`src/design/tcpv_pkg.sv`:
```
package tcpv_pkg;

	localparam int unsigned COORD_W       = 32;
	localparam int unsigned PROD_W        = 2 * COORD_W;
	localparam int unsigned MAG_W         = PROD_W - 1;
	localparam int unsigned Q_W           = COORD_W;
	localparam int unsigned BITS_PER_STEP = 2;
	localparam int unsigned DIV_STEPS     = Q_W / BITS_PER_STEP;
	// abs stage, quotient steps, fix-up stage
	localparam int unsigned DIV_LAT       = DIV_STEPS + 2;
	// multiply stage, divider, screen stage
	localparam int unsigned N_STAGES      = DIV_LAT + 2;
	localparam int unsigned N_VERT        = 3;
	localparam int unsigned N_COORD       = 2 * N_VERT;
	localparam int unsigned CFG_IDX_W     = 3;

	typedef logic signed [COORD_W-1:0] coord_t;
	typedef logic signed [PROD_W-1:0]  prod_t;

	typedef enum logic [CFG_IDX_W-1:0] {
		REG_NEAR      = 3'd0,
		REG_FAR       = 3'd1,
		REG_VIEW_DIST = 3'd2,
		REG_CENTER_X  = 3'd3,
		REG_CENTER_Y  = 3'd4
	} cfg_reg_t;

	localparam coord_t NEAR_RESET      = 32'sh0001_0000;
	localparam coord_t FAR_RESET       = 32'sh0400_0000;
	localparam coord_t VIEW_DIST_RESET = 32'sh0001_0000;

	localparam coord_t COORD_MAX = {1'b0, {(COORD_W-1){1'b1}}};
	localparam coord_t COORD_MIN = {1'b1, {(COORD_W-1){1'b0}}};

	typedef struct packed {
		coord_t near_plane;
		coord_t far_plane;
		coord_t view_distance;
		coord_t center_x;
		coord_t center_y;
	} cfg_t;

	typedef struct packed {
		logic kept;
		logic last;
	} side_t;

	typedef struct packed {
		logic neg;
		logic ovf;
		logic pzero;
	} div_flag_t;

	function automatic coord_t sat_coord(input logic signed [COORD_W:0] v);
		if (v[COORD_W] != v[COORD_W-1]) begin
			return v[COORD_W] ? COORD_MIN : COORD_MAX;
		end
		return v[COORD_W-1:0];
	endfunction

endpackage

```
`src/design/tcpv_view.sv`:
```
module tcpv_view import tcpv_pkg::*; (
	input  logic   clk,
	input  logic   en,
	input  side_t  side,
	input  coord_t center_x,
	input  coord_t center_y,
	input  coord_t px [N_VERT],
	input  coord_t py [N_VERT],
	output logic   face_kept,
	output logic   last_out,
	output coord_t sx [N_VERT],
	output coord_t sy [N_VERT]
);

	coord_t sx_d [N_VERT];
	coord_t sy_d [N_VERT];
	coord_t sx_s20 [N_VERT];
	coord_t sy_s20 [N_VERT];
	logic   kept_s20;
	logic   last_s20;

	always_comb begin
		for (int i = 0; i < N_VERT; i++) begin
			sx_d[i] = sat_coord({center_x[COORD_W-1], center_x} + {px[i][COORD_W-1], px[i]});
			sy_d[i] = sat_coord({center_y[COORD_W-1], center_y} - {py[i][COORD_W-1], py[i]});
		end
	end

	// zero the coordinates of a cut face
	always_ff @(posedge clk) begin
		if (en) begin
			kept_s20 <= side.kept;
			last_s20 <= side.last;
			for (int i = 0; i < N_VERT; i++) begin
				sx_s20[i] <= side.kept ? sx_d[i] : '0;
				sy_s20[i] <= side.kept ? sy_d[i] : '0;
			end
		end
	end

	assign face_kept = kept_s20;
	assign last_out  = last_s20;
	assign sx        = sx_s20;
	assign sy        = sy_s20;

endmodule

```
`config.mk`:
```
export PLATFORM = sky130hd
export DESIGN_NAME = tcpv_view
export DESIGN_NICKNAME = d
export VERILOG_FILES = /design/src/design/tcpv_pkg.sv /design/src/design/tcpv_view.sv
export SDC_FILE = /design/constraint.sdc
export NUM_CORES = 1
export LEC_CHECK = 0
export ABC_AREA = 1
export BUFFER_PORTS_ARGS = -buffer_cell sky130_fd_sc_hd__buf_2
export CORE_ASPECT_RATIO = 2
export CORE_MARGIN = 4
export CORE_UTILIZATION = 57
export DETAILED_ROUTE_END_ITERATION = 10
export GPL_TIMING_DRIVEN = 0
export PLACE_DENSITY = 0.91
export REMOVE_ABC_BUFFERS = 1
export SETUP_SLACK_MARGIN = 0.2
export SLEW_MARGIN = 0
export SYNTH_ARGS = -nofsm -noshare
export SYNTH_HDL_FRONTEND = slang
export SYNTH_SLANG_ARGS = --single-unit
export TNS_END_PERCENT = 20
```
`constraint.sdc`:
```
create_clock -name clk -period 3.2 [get_ports clk]
set_input_delay 0.48 -clock clk [delete_from_list [all_inputs] [get_ports clk]]
set_output_delay 0.48 -clock clk [all_outputs]
set_load 0.02 [all_outputs]
```
* Word-level counts from Yosys, hierarchy flattened
Cells that the tools add are included.
** Cells by class
- $mul :: 0
- $add $sub $neg :: 6
- Shift operators :: 0
- Bitwise operators :: 0
- Order comparisons :: 0
- Reduce and logical (&&, ||, !) cells :: 0
- Muxes and demuxes :: 24
- Eq/ne operators :: 6
- Divide/modulo/power cells :: 0
** Operators with widths (count)
- $mux W32 :: 18
- $add A32 B32 Y33 :: 3
- $sub A32 B32 Y33 :: 3
- $mux W1 :: 6
- $ne A1 B1 Y1 :: 6
** Storage, ports and cells
- Bits in latches :: 0
- Input port bits :: 260
- Logic and storage cells :: 44
- RAM bits :: 0
- Bits in read-only memories :: 0
- Memories :: 0
- Bits in registers :: 194

* Logic depth before layout (Yosys ltp)
- Depth in word-level cells :: 4
- Mapped depth :: 18

* Least setup slack after synthesis
Ideal clock, no wire load.
- Path type :: input port to flip-flop
- Start point :: input center_y[0]
- End point :: register sy_s20, in the netlist sy[57], data pin
- Required time :: 2.934 ns
- Path buffers :: 1
- Setup time :: 0.266 ns
- Path slack :: 0.672 ns
- Stages on the path :: 17
- Data arrival time :: 2.262 ns
- Cells stage by stage :: inv_1 ha_1 inv_1 fa_1 nand2_1 nand2_1 nand3_1 nand2_1 nand2_1 nand2_2 nand2_1 nand3_2 nand2_4 nand2_2 buf_4 a21oi_1 nor2_1
** Between the ends
- Longest elaborated chain between the ends :: 4
- Elaborated cells between the ends (all ways) :: 6
- Classes of those cells :: add/sub (1); eq/ne (1); mux (4)
** RTL lines
- start: declaration :: line tcpv_view.sv:6 : input coord_t center_y,
- $sub A32 B32 Y33 * :: line tcpv_view.sv:25 : sy_d[i] = sat_coord({center_y[COORD_W-1], center_y} - {py[i][COORD_W-1], py[i]});
- $mux W32 or $ne A1 B1 Y1 (tied branches) :: line tcpv_pkg.sv:56, tcpv_pkg.sv:55
- $mux W32 or $mux W1 (tied branches) :: line tcpv_pkg.sv:55 : if (v[COORD_W] != v[COORD_W-1]) begin
- $mux W32 * :: line tcpv_pkg.sv:58 : return v[COORD_W-1:0];
- end signal: indexed assignment :: line tcpv_view.sv:36 : sy_s20[i] <= side.kept ? sy_d[i] : '0;
- end: declaration :: line tcpv_view.sv:18 : coord_t sy_s20 [N_VERT];
Mark *: on every way between the ends. The rest lies on a longest branch, timed or not. The select of a mux whose other input is x is not followed.
A chain may end at the register's enable or synchronous reset.

* Worst setup path after layout
- Start point :: input center_y[0]
- End point :: register sy_s20, in the netlist sy[2], data pin
The elaborated chain is that of the path after synthesis.

==> out/results.tsv <==
metric	value	unit
outcome	finished, final reports clean	
Worst setup SP type	input pin	
most frequent cells after synthesis	nand2_1 (1,136), inv_1 (511), nor2_1 (313), a21oi_1 (226), nand3_1 (212)	
Vias/cell	5.607	
top cells by area, synth	edfxtp_1 (27%), nand2_1 (20%), ha_1 (11%), inv_1 (8.9%), nor2_1 (5.4%)	
Worst-path clk slew	0.08	ns
warning count from the yosys run	0	
htree depth	4	
Via Count	23630	
Int Power	5.922	mW
mean post-synth cell area	6.525	um2
Hold Buf Count CTS	0	
endpoints failing setup	0	
Mapped Cells	3312	
CTS tree	yes	
Leakage	13.85	nW
RSZ-0062 raised after global routing	true	
initial antenna violation count	9	
Worst Path Arrival	3.25	ns
worst hold path type	in2reg	
CP bufs+invs	3	
Async SR Flop Fraction	0	%
Clock Path Buffers	2	
Post-Route WL	86.34	mm
placed cell areas	24220	um2
CP endpoint kind	flop	
DRC	0	
total grt overflow	0	
WL per Instance	20.49	um
Seq/Total Area, Yosys	26.96	%
Core ar.	37410	um2
Critical-path top delay cell	nand2_2	
Sw Pwr	4.705	mW
DRT Pass-1 Iters	9	
Max FO, Critical Path	31	
max incr delay on CP	0.46	ns
row count	100	
Worst Tran Pin Value	0.8275	ns
Min-Delay Startpoint	side[0]	
first-pass GRT wire length	127.5	mm
Placer Congestion	1.152	
clk root buf	clkbuf_16	
Max-Cap Viols	0	
Gate power share	46.4	%
Die Area	41280	um2
post-route clock period utilization	93.79	%
vias in the first global route	23560	
layout cell share with drive strength beyond 1	17.31	%
Power Total	10.63	mW
critical path class	in2reg	
ys flop type	edfxtp_1	
Die Span Y	283.4	um
Max Fclk	333.2	MHz
most used cell, CP	nand2_2	
Final Util	66.73	%
total CTS buffers	17	
min cycle time layout	3.001	ns
Clock power frac	21.6	%
Final Cell Area	24970	um2
I/O Pins	454	
Synth top area share	26.96	%
share of power burned in registers	31.9	%
Sw Ratio	44.27	%
clk sinks	194	
post-detail-place hpwl	71.84	mm
Area Growth Syn to Fin	15.52	%
critical path, cell by cell	buf_2 -> inv_1 -> ha_1 -> inv_1 -> fa_1 -> nand2_1 -> nand2_1 -> nand3_1 -> nand2_2 -> nand2_2 -> nand2_2 -> nand2_2 -> nand2_1 -> nand2_2 -> nand2_4 -> nand2_2 -> nand2_1 -> a21oi_1	
Synth Register Bits	194	
post-route ant nets	0	
Port Buffers	453	
Starting Density	57.77	%
# fillers	3500	
Required @ worst endpoint	3.45	ns
largest net degree at the start of global routing	126	
Worst Setup SP	center_y[0]	
# nets final	4195	
number of synthesized flops with an enable pin	194	
Final Hold Viols	0	
area leader, netlist	edfxtp_1	
P per Cell Area	425.7	nW/um2
synth unique cells	42	
hold slack	0.1830	ns
count leader, synth	nand2_1	
Slew headroom	44.83	%
gr usage total	40.27	%
Die W	145.7	um
Slew Viols, Final	0	
Peak VDD IR	0.4259	mV
Post-Syn Area	21610	um2
drt first-iter violations	1511	
CP delay by family, top	simple AND/OR/NAND/NOR gates	
cells by family (layout without fill, tap and decap cells):
| logic type | after synthesis | after routing | share of synthesized area [%] |
|---|---|---|---|
| AO/OA/AOI/OAI | 425 | 425 | 11.53 |
| XOR/XNOR | 118 | 118 | 4.782 |
| adder cells (fa/ha/maj) | 198 | 198 | 11.67 |
| buffers and inverters | 573 | 1008 | 10.57 |
| flip-flops | 194 | 194 | 26.96 |
| other | 0 | 5 | 0 |
| AND/OR/NAND/NOR | 1804 | 1807 | 34.49 |
layout by cell type (no fill, tap or decap), types with 55 or more instances in the layout:
cell	n
a21oi_1	225
a21oi_2	66
buf_2	450
edfxtp_1	194
ha_1	192
inv_1	510
nand2_1	1130
nand2_2	55
nand3_1	210
nor2_1	313
o21ai_0	84
xor2_1	109
metal layers:
layer  share of wire, %  global-route usage [%]  vias to the layer above
met5              0.065                       0                        -
met4                 13                   40.92                        8
met3                7.1                   6.647                      392
met2                 49                   71.80                     1211
met1                 31                   37.33                    10540
li1                   -                       -                    11480
layout make-up:
cell class	count	area (um2)	area share (%)
inverter	519	1962	7.858
antenna	5	12.51	0.05012
sequential	194	5826	23.33
clock buffer	18	429.2	1.719
clock inverter	14	148.9	0.5964
tap	459	574.3	2.300
timing repair buffer	457	2372	9.502
multi-input combinational	2548	13640	54.64
power groups by stage:
| stage | logic (mW) | registers [mW] | clock network, mW |
|---|---|---|---|
| after global placement | 4.74 | 3.45 | 0 |
| final | 4.94 | 3.39 | 2.30 |
| after detailed placement | 4.79 | 3.44 | 0 |
| after CTS | 4.82 | 3.39 | 2.28 |
| after floorplan | 2.67 | 3.92 | 0 |
| after global routing | 5.36 | 3.42 | 2.37 |
stage by stage:
step	instances	setup WS, ns	setup TNS, ns
after floorplan	3258	0.3610	0
after global placement	4170	-1.340	-342.14
after detailed placement	4173	-1.002	-100.02
after CTS	4205	0.1472	0
after global routing	4214	0.07577	0
final	4214	0.1986	0
flip-flops by register name, indices dropped and copies added (netlist names):
register and count:
last_out 1, face_kept 1, sy 96, sx 96
what timing repair did:
item / CTS / global route
endpoints found under the setup margin: 124 / 158
gates resized for setup: 9 / 15
pin swaps: 0 / 3
setup buffers: 0 / 1
gates cloned: 0 / 3
endpoints found under the hold margin: 0 / 0
worst paths after layout:
path                       end  depth (start not counted)
worst max-delay path     sy[2]                         18
worst min-delay path  last_out                          1
(Power assumes the default switching activity.)
